### config.mk
export PLATFORM = sky130hd
export DESIGN_NAME = lzc_match
export DESIGN_NICKNAME = d
export VERILOG_FILES = /design/src/rtl/core/lzc_pkg.sv /design/src/rtl/core/lzc_match.sv
export SDC_FILE = /design/constraint.sdc
export NUM_CORES = 1
export LEC_CHECK = 0
export BUFFER_PORTS_ARGS = -buffer_cell sky130_fd_sc_hd__buf_2
export CAP_MARGIN = 30
export CORE_ASPECT_RATIO = 2
export CORE_MARGIN = 8
export CORE_UTILIZATION = 55
export DETAILED_ROUTE_END_ITERATION = 16
export HOLD_SLACK_MARGIN = 0.06
export MAX_ROUTING_LAYER = met4
export PLACE_DENSITY = 0.78
export SETUP_SLACK_MARGIN = 0.5
export SYNTH_ARGS = -nofsm -noshare
export SYNTH_HDL_FRONTEND = slang
export SYNTH_SLANG_ARGS = --single-unit
### constraint.sdc
create_clock -name i_clk -period 17.04 [get_ports i_clk]
set_input_delay 3.408 -clock i_clk [delete_from_list [all_inputs] [get_ports i_clk]]
set_output_delay 3.408 -clock i_clk [all_outputs]
set_load 0.05 [all_outputs]
### src/rtl/core/lzc_pkg.sv
// Shared constants and types of the LZSS compressor.
// No dependencies; used by every module of the block.
package lzc_pkg;

    localparam int WINDOW_SIZE_DEF = 4096;
    localparam int MAX_MATCH_DEF   = 18;
    localparam int MIN_CODED       = 2;
    localparam int GROUP_TOKENS    = 8;
    localparam int OFF_W           = 12;
    localparam logic [7:0] FILL_RESET = 8'd32;

    // Per-cycle control from the sequencer to the match unit.
    typedef struct packed {
        logic start;   // clear the best match before a new scan
        logic dvalid;  // a window byte arrives this cycle
        logic eval;    // the taps now hold a full candidate position
    } t_scan_ctl;

endpackage

### src/rtl/core/lzc_match.sv
// Match unit: holds the last window bytes read, compares them with the lookahead
// and keeps the longest match seen in the scan. Depends on lzc_pkg.
module lzc_match #(
    parameter int WINDOW_SIZE = lzc_pkg::WINDOW_SIZE_DEF,
    parameter int MAX_MATCH   = lzc_pkg::MAX_MATCH_DEF,
    localparam int AW = $clog2(WINDOW_SIZE),
    localparam int LW = $clog2(MAX_MATCH + 1)
) (
    input  logic              i_clk,
    input  logic              i_rst_n,
    input  lzc_pkg::t_scan_ctl i_ctl,
    input  logic [7:0]        i_data,
    input  logic [AW-1:0]     i_pos,
    input  logic [7:0]        i_la [MAX_MATCH],
    input  logic [LW-1:0]     i_la_cnt,
    output logic [AW-1:0]     o_best_pos,
    output logic [LW-1:0]     o_best_len
);

    logic [7:0]    r_tap [MAX_MATCH-1];
    logic [7:0]    cand [MAX_MATCH];
    logic [LW-1:0] len;
    logic          run;
    logic [AW-1:0] r_best_pos;
    logic [LW-1:0] r_best_len;

    always_comb begin
        for (int j = 0; j < MAX_MATCH - 1; j++) begin
            cand[j] = r_tap[j];
        end
        cand[MAX_MATCH-1] = i_data;
    end

    // Length of the run of equal bytes from the front, limited to the fill.
    always_comb begin
        run = 1'b1;
        len = '0;
        for (int j = 0; j < MAX_MATCH; j++) begin
            if (run && (LW'(j) < i_la_cnt) && (cand[j] == i_la[j])) begin
                len = len + LW'(1);
            end else begin
                run = 1'b0;
            end
        end
    end

    always_ff @(posedge i_clk) begin
        if (i_ctl.dvalid) begin
            for (int j = 0; j < MAX_MATCH - 2; j++) begin
                r_tap[j] <= r_tap[j+1];
            end
            r_tap[MAX_MATCH-2] <= i_data;
        end
    end

    always_ff @(posedge i_clk) begin
        if (!i_rst_n) begin
            r_best_len <= '0;
            r_best_pos <= '0;
        end else if (i_ctl.start) begin
            r_best_len <= '0;
            r_best_pos <= '0;
        end else if (i_ctl.eval && (len > r_best_len)) begin
            r_best_len <= len;
            r_best_pos <= i_pos;
        end
    end

    assign o_best_pos = r_best_pos;
    assign o_best_len = r_best_len;

endmodule

==> out/qor.yml, run 1 <==
worst_setup_path:
  crit_path_end_kind: "flip-flop"
  crit_arrival_ps: 15570
  path_class: "in2reg"
  startpoint_type: "primary input"
  cpMostUsedCell: "ha_1"
  crit_path_top_delay_cell: "or4_1"
  cp_max_fo: 16
  critPathMaxStageDelay_ps: 500
  required_ps: 17330
finish:
  instances_no_fill: 1155
  final_cell_mix: "buf_2, edfxtp_1, xor2_1"
  final_nets: 1136
  num_antenna_cells: 0
  final_common_cell: "buf_2"
  design_area_um2: 10400
  syn2layout_area_growth_pct: 20.6
  drive_above_1_share_pct: 25.3
timing:
  timing.final.ws_setup_ps: 1760
  finalMaxSlewViolations: 0
  max_freq_mhz: 65.5
  setup_viol: 0
  period_share_pct: 89.7
  relSlewSlack_pct: 39.8
  rsz0062_at_grt: "no"
  max_slew.worst_pin.slew_ps: 904
  clock-skew-final_ps: 11.3
  setup_tns_ps: 0
  fin_crit_ps: 15280
  finalHoldViolCount: 0
routing:
  dr.first_iter.drc_count: 475
  wl_per_cell_um: 19.8
  routed_wl_um: 22800
  first_pass_iters: 6
  drc: 0
  vias: 6539
  via_per_inst: 5.66
  ant_nets: 0
grt:
  gr-total-overflow: 0
  grt_usage_pct: 23.3
  grt_max_degree: 74
  grt_pass1_vias: 6855
  grt_pass1_wl_um: 35300
  antenna_found_initial: 0
die:
  io_pins: 191
  dieWidth_um: 104
  rows: 65
  start_util_pct: 55.5
  die_area_um2: 20200
  fp.coreArea_um2: 15500
  die_y_um: 193
clock_network:
  post-cts-setup-buffer-count: 0
  cts-resized-gates: 0
  cts-root-buf: "clkbuf_16"
  hold_buffers: 0
  h-tree-depth: 4
  cts_buffers: 17
  clockBufferDepth: 2
  clock-sinks: 153
  clk_pin_slew_ps: 70
  worstSkewPairLatency_ps: 430
  cts_tree: "built"
synth:
  synth_edf_count: 136
  syn_inst: 745
  yosysWarningCount: 0
  ys_types: 63
  synth-seq-cells: 153
  synth.net_count: 939
  syn_area_per_cell_um2: 11.6
  ys_seq_area_share_pct: 51.4
  async_flop_share_pct: 0
  syn_area_um2: 8610
  synthFlopType: "edfxtp_1"
power:
  power_uw: 918
  peakVddDrop_v: 0.0000793
  p_per_area_nw_per_um2: 88.4
  power.leakage_uw: 0.00406
outcome:
  status: "complete, no violations"
place:
  place_area_um2: 9780
  place_hpwl_um: 17800
  dpl_worst_slack_ps: 1460
  gp_congestion: 0.938
  dp_cells: 1124
  port_buffers: 190
flow_run:
  maxCapViolations: 0
worst_hold_path:
  hold_class: "reg2reg"
[layout make-up]
type | count | area [um2]
timing repair buffer | 192 | 976
tap | 201 | 251
fill | 1170 | 5140
sequential | 153 | 4420
multi-input combinational | 552 | 4030
inverter | 26 | 97.6
clock buffer | 20 | 437
clock inverter | 11 | 171
[cell usage after synthesis (3+ instances only)]
cell type / number / share of area, %
nor3_1: 17 / 0.99
and2_1: 5 / 0.36
buf_2: 3 / 0.17
edfxtp_1: 136 / 47
or4_1: 3 / 0.26
nand2b_1: 3 / 0.22
o21a_1: 6 / 0.52
nor3b_1: 4 / 0.35
mux2i_1: 20 / 2.3
xnor3_1: 4 / 1.0
nor4_1: 24 / 1.7
dfxtp_1: 17 / 4.0
a31oi_1: 3 / 0.22
and3_1: 11 / 0.80
nand4_1: 23 / 1.7
xor2_1: 93 / 9.5
nand2_1: 46 / 2.0
or3_1: 9 / 0.65
o21ai_0: 24 / 1.4
a2111oi_0: 3 / 0.31
clkbuf_1: 8 / 0.35
xnor2_2: 4 / 0.76
nand4b_1: 3 / 0.31
mux2_2: 3 / 0.39
a211oi_1: 5 / 0.44
a21oi_1: 18 / 1.0
ha_1: 20 / 2.9
nor2_1: 55 / 2.4
inv_1: 24 / 1.0
nand3_1: 28 / 1.6
and4_1: 3 / 0.31
nor2b_1: 4 / 0.29
xnor2_1: 77 / 7.8
[critical path: cells and delay by family]
kind / cells / cell delay, ps
xor gates and xnor gates: 4 / 670
AOI/OAI and AO/OA: 15 / 2290
adders and majority gates: 16 / 4770
buffers and inverters: 10 / 890
and+or+nand+nor: 16 / 2370
muxes: 7 / 1180
[through the flow]
stage                     util [%]  hold WS (ps)
final                         66.9           465
after detailed placement      63.0           454
after global placement        62.9           451
after CTS                     66.9           467
after global routing          66.9           475
after floorplan                  -           447
[worst paths after layout]
| path | to | slack, ps | cells past startpoint | from |
|---|---|---|---|---|
| worst max register to register | o_best_pos[9]$_SDFFE_PP0P_ | 4440 | 67 | r_tap[0][9]$_DFFE_PP_ |
| worst min register to register | r_tap[0][97]$_DFFE_PP_ | 460 | 0 | r_tap[0][105]$_DFFE_PP_ |
| worst max-delay path | o_best_pos[9]$_SDFFE_PP0P_ | 1760 | 68 | i_la[136] |
| worst min-delay path | r_tap[0][97]$_DFFE_PP_ | 460 | 0 | r_tap[0][105]$_DFFE_PP_ |
[where the power goes]
group          switching, uW  internal, uW  leakage, uW
Sequential              13.8           432      0.00147
Combinational           39.5          36.0      0.00230
Clock                    153           245     0.000291
Total                    206           712      0.00406
[cell families (layout without fill, tap and decap cells)]
logic type / after synthesis / count (layout) / synth area share (%)
XOR/XNOR: 180 / 180 / 19.6
adder cells (fa/ha/maj): 20 / 20 / 2.90
flip-flops: 153 / 153 / 51.4
multiplexers: 23 / 23 / 2.72
AND/OR/NAND/NOR: 248 / 248 / 15.0
buffers and inverters: 40 / 249 / 1.87
AO/OA/AOI/OAI: 81 / 81 / 6.48
[flip-flops by register name (all words and copies together) (netlist names)]
name / count
r_tap: 136
o_best_pos: 12
o_best_len: 5
[metal layers]
| layer | up-vias | track usage (%) | wire (um) |
|---|---|---|---|
| li1 | 3124 | - | - |
| met1 | 3077 | 25.3 | 8580 |
| met2 | 284 | 39.8 | 12100 |
| met3 | 54 | 4.43 | 1350 |
| met4 | 0 | 12.1 | 759 |
| met5 | - | - | 0 |
Power figures use the tool's default switching activity.
==> run 2, diff against run 1 <==
CTS_CLUSTER_DIAMETER = 30   (was unset)
PLACE_DENSITY = 0.81   (was 0.78)
==> out/qor.yml, run 2 (synthesis gave the netlist of run 1 again) <==
finish:
  num_antenna_cells: 0  # unchanged
  drive_above_1_share_pct: 25.7  # +0.39 points
  final_cell_mix: "buf_2, edfxtp_1, xor2_1"
  regArea_um2: 4420  # unchanged
  final_common_cell: "buf_2"
  multi_input_area_um2: 4030  # unchanged
  top_register: "r_tap"
  final_nets: 1136  # unchanged
  fill_cells: 1191  # +1.8%
  instances_no_fill: 1156  # +0.087%
  fin_util_pct: 66.9  # about the same
  largest_reg_flops: 136  # unchanged
  syn2layout_area_growth_pct: 20.7  # about the same
power:
  switchingPower_uw: 222  # +7.6%
  comb_power_share_pct: 8.3  # about the same
  clock_power_share_pct: 42.8  # -0.5 points
  p_per_area_nw_per_um2: 87.6  # -0.95%
  swShare_pct: 24.3  # +1.9 points
  internal-power_uw: 689  # -3.3%
  p_seq_share_pct: 48.9  # +0.4 points
  power.leakage_uw: 0.00406  # about the same
  peakVddDrop_v: 0.000104  # +30%
grt:
  grt_pass1_vias: 7026  # +2.5%
  grt_pass1_wl_um: 35600  # +0.78%
  grt_max_degree: 77  # +4.1%
  grt_usage_pct: 23.3  # about the same
  gr-total-overflow: 0  # unchanged
  antenna_found_initial: 0  # unchanged
timing:
  relSlewSlack_pct: 36.6  # -3.2 points
  setup_tns_ps: 0  # unchanged
  finalHoldViolCount: 0  # unchanged
  fin_crit_ps: 15140  # -141 ps
  max_freq_mhz: 66.1  # +0.93%
  setup_viol: 0  # unchanged
  rsz0062_at_grt: "no"
  period_share_pct: 88.8  # -0.83 points
  max_slew.worst_pin.slew_ps: 951  # +47.6 ps
  finalMaxSlewViolations: 0  # unchanged
  clock-skew-final_ps: 8.14  # -3.16 ps
  timing.final.ws_setup_ps: 1900  # +141 ps
place:
  dpl_worst_slack_ps: 1590  # +132 ps
  gp_congestion: 0.904  # -3.7%
  dp_cells: 1124  # unchanged
  place_hpwl_um: 17700  # -0.44%
  port_buffers: 190  # unchanged
routing:
  vias: 6473  # -1.0%
  via_per_inst: 5.60  # -1.1%
  first_pass_iters: 5  # -1
  drc: 0  # unchanged
  ant_nets: 0  # unchanged
  dr.first_iter.drc_count: 417  # -12%
  routed_wl_um: 22600  # -0.76%
  wl_per_cell_um: 19.6  # -0.84%
die:
  rows: 65  # unchanged
  fp.coreArea_um2: 15500  # unchanged
  io_pins: 191  # unchanged
  die_y_um: 193  # unchanged
  dieWidth_um: 104  # unchanged
  start_util_pct: 55.5  # unchanged
  die_area_um2: 20200  # unchanged
flow_run:
  maxCapViolations: 0  # unchanged
worst_setup_path:
  crit_family: "adder cells"
  crit_path_end_kind: "flip-flop"
  ff2ff_setup_slack_ps: 4550  # +110 ps
  critPathLaunch: "i_la[132]"
  required_ps: 17330  # about the same
  r2r_start: "r_tap[0][11]$_DFFE_PP_"
  path_class: "in2reg"
  cpMostUsedCell: "ha_1"
  startpoint_type: "primary input"
  critPathMaxStageDelay_ps: 490  # about the same
  crit_buf_inv: 10  # unchanged
  crit_arrival_ps: 15430  # -140 ps
  cp_max_fo: 18  # +2
  crit_path_top_delay_cell: "or4_1"
worst_hold_path:
  hold_class: "reg2reg"
  hold_start: "r_tap[0][27]$_DFFE_PP_"
clock_network:
  cts_buffers: 17  # unchanged
  cts-root-buf: "clkbuf_16"
  worstSkewPairLatency_ps: 430  # about the same
  cts_tree: "built"
  cts-resized-gates: 0  # unchanged
  clockBufferDepth: 2  # unchanged
  h-tree-depth: 4  # unchanged
  clk_pin_slew_ps: 60  # about the same
  hold_buffers: 0  # unchanged
  clock-sinks: 153  # unchanged
  post-cts-setup-buffer-count: 0  # unchanged
outcome:
  status: "complete, no violations"
==> run 2: power groups by stage <==
stage | logic, uW | registers (uW) | clock network [uW]
3_5_place_dp | 74.5 | 453 | 0
4_1_cts | 75.4 | 446 | 395
5_1_grt | 81.9 | 448 | 408
3_3_place_gp | 72.4 | 453 | 0
6_report | 75.3 | 445 | 390
2_1_floorplan | 35.4 | 448 | 0
==> run 2: per-stage QoR <==
stage | hold slack (ps) | instance area (um2) | total power, uW
finish | 469 | 10400 | 910
CTS | 469 | 10400 | 916
global placement | 451 | 9770 | 525
floorplan | 447 | 8610 | 483
detailed placement | 456 | 9790 | 528
global route | 477 | 10400 | 937
==> run 2: layout make-up <==
type	instances	share of cell area [%]
Clock inverter	15	1.71
Multi-Input combinational cell	552	38.8
Timing Repair Buffer	192	9.51
Inverter	26	0.939
Clock buffer	17	4.09
Tap cell	201	2.42
Sequential cell	153	42.6
==> run 2: final timing paths <==
kind                                endpoint  depth (start not counted)
setup reg to reg  o_best_pos[8]$_SDFFE_PP0P_                         67
hold / removal        r_tap[0][19]$_DFFE_PP_                          0
setup / recovery  o_best_pos[8]$_SDFFE_PP0P_                         68
hold reg to reg       r_tap[0][19]$_DFFE_PP_                          0
==> run 2: layer usage <==
| metal | vias up | GRT usage (%) | wire length, um |
|---|---|---|---|
| met4 | 0 | 9.98 | 648 |
| met1 | 3075 | 25.3 | 8630 |
| li1 | 3122 | - | - |
| met3 | 38 | 3.93 | 1210 |
| met5 | - | - | 0 |
| met2 | 238 | 41.1 | 12200 |
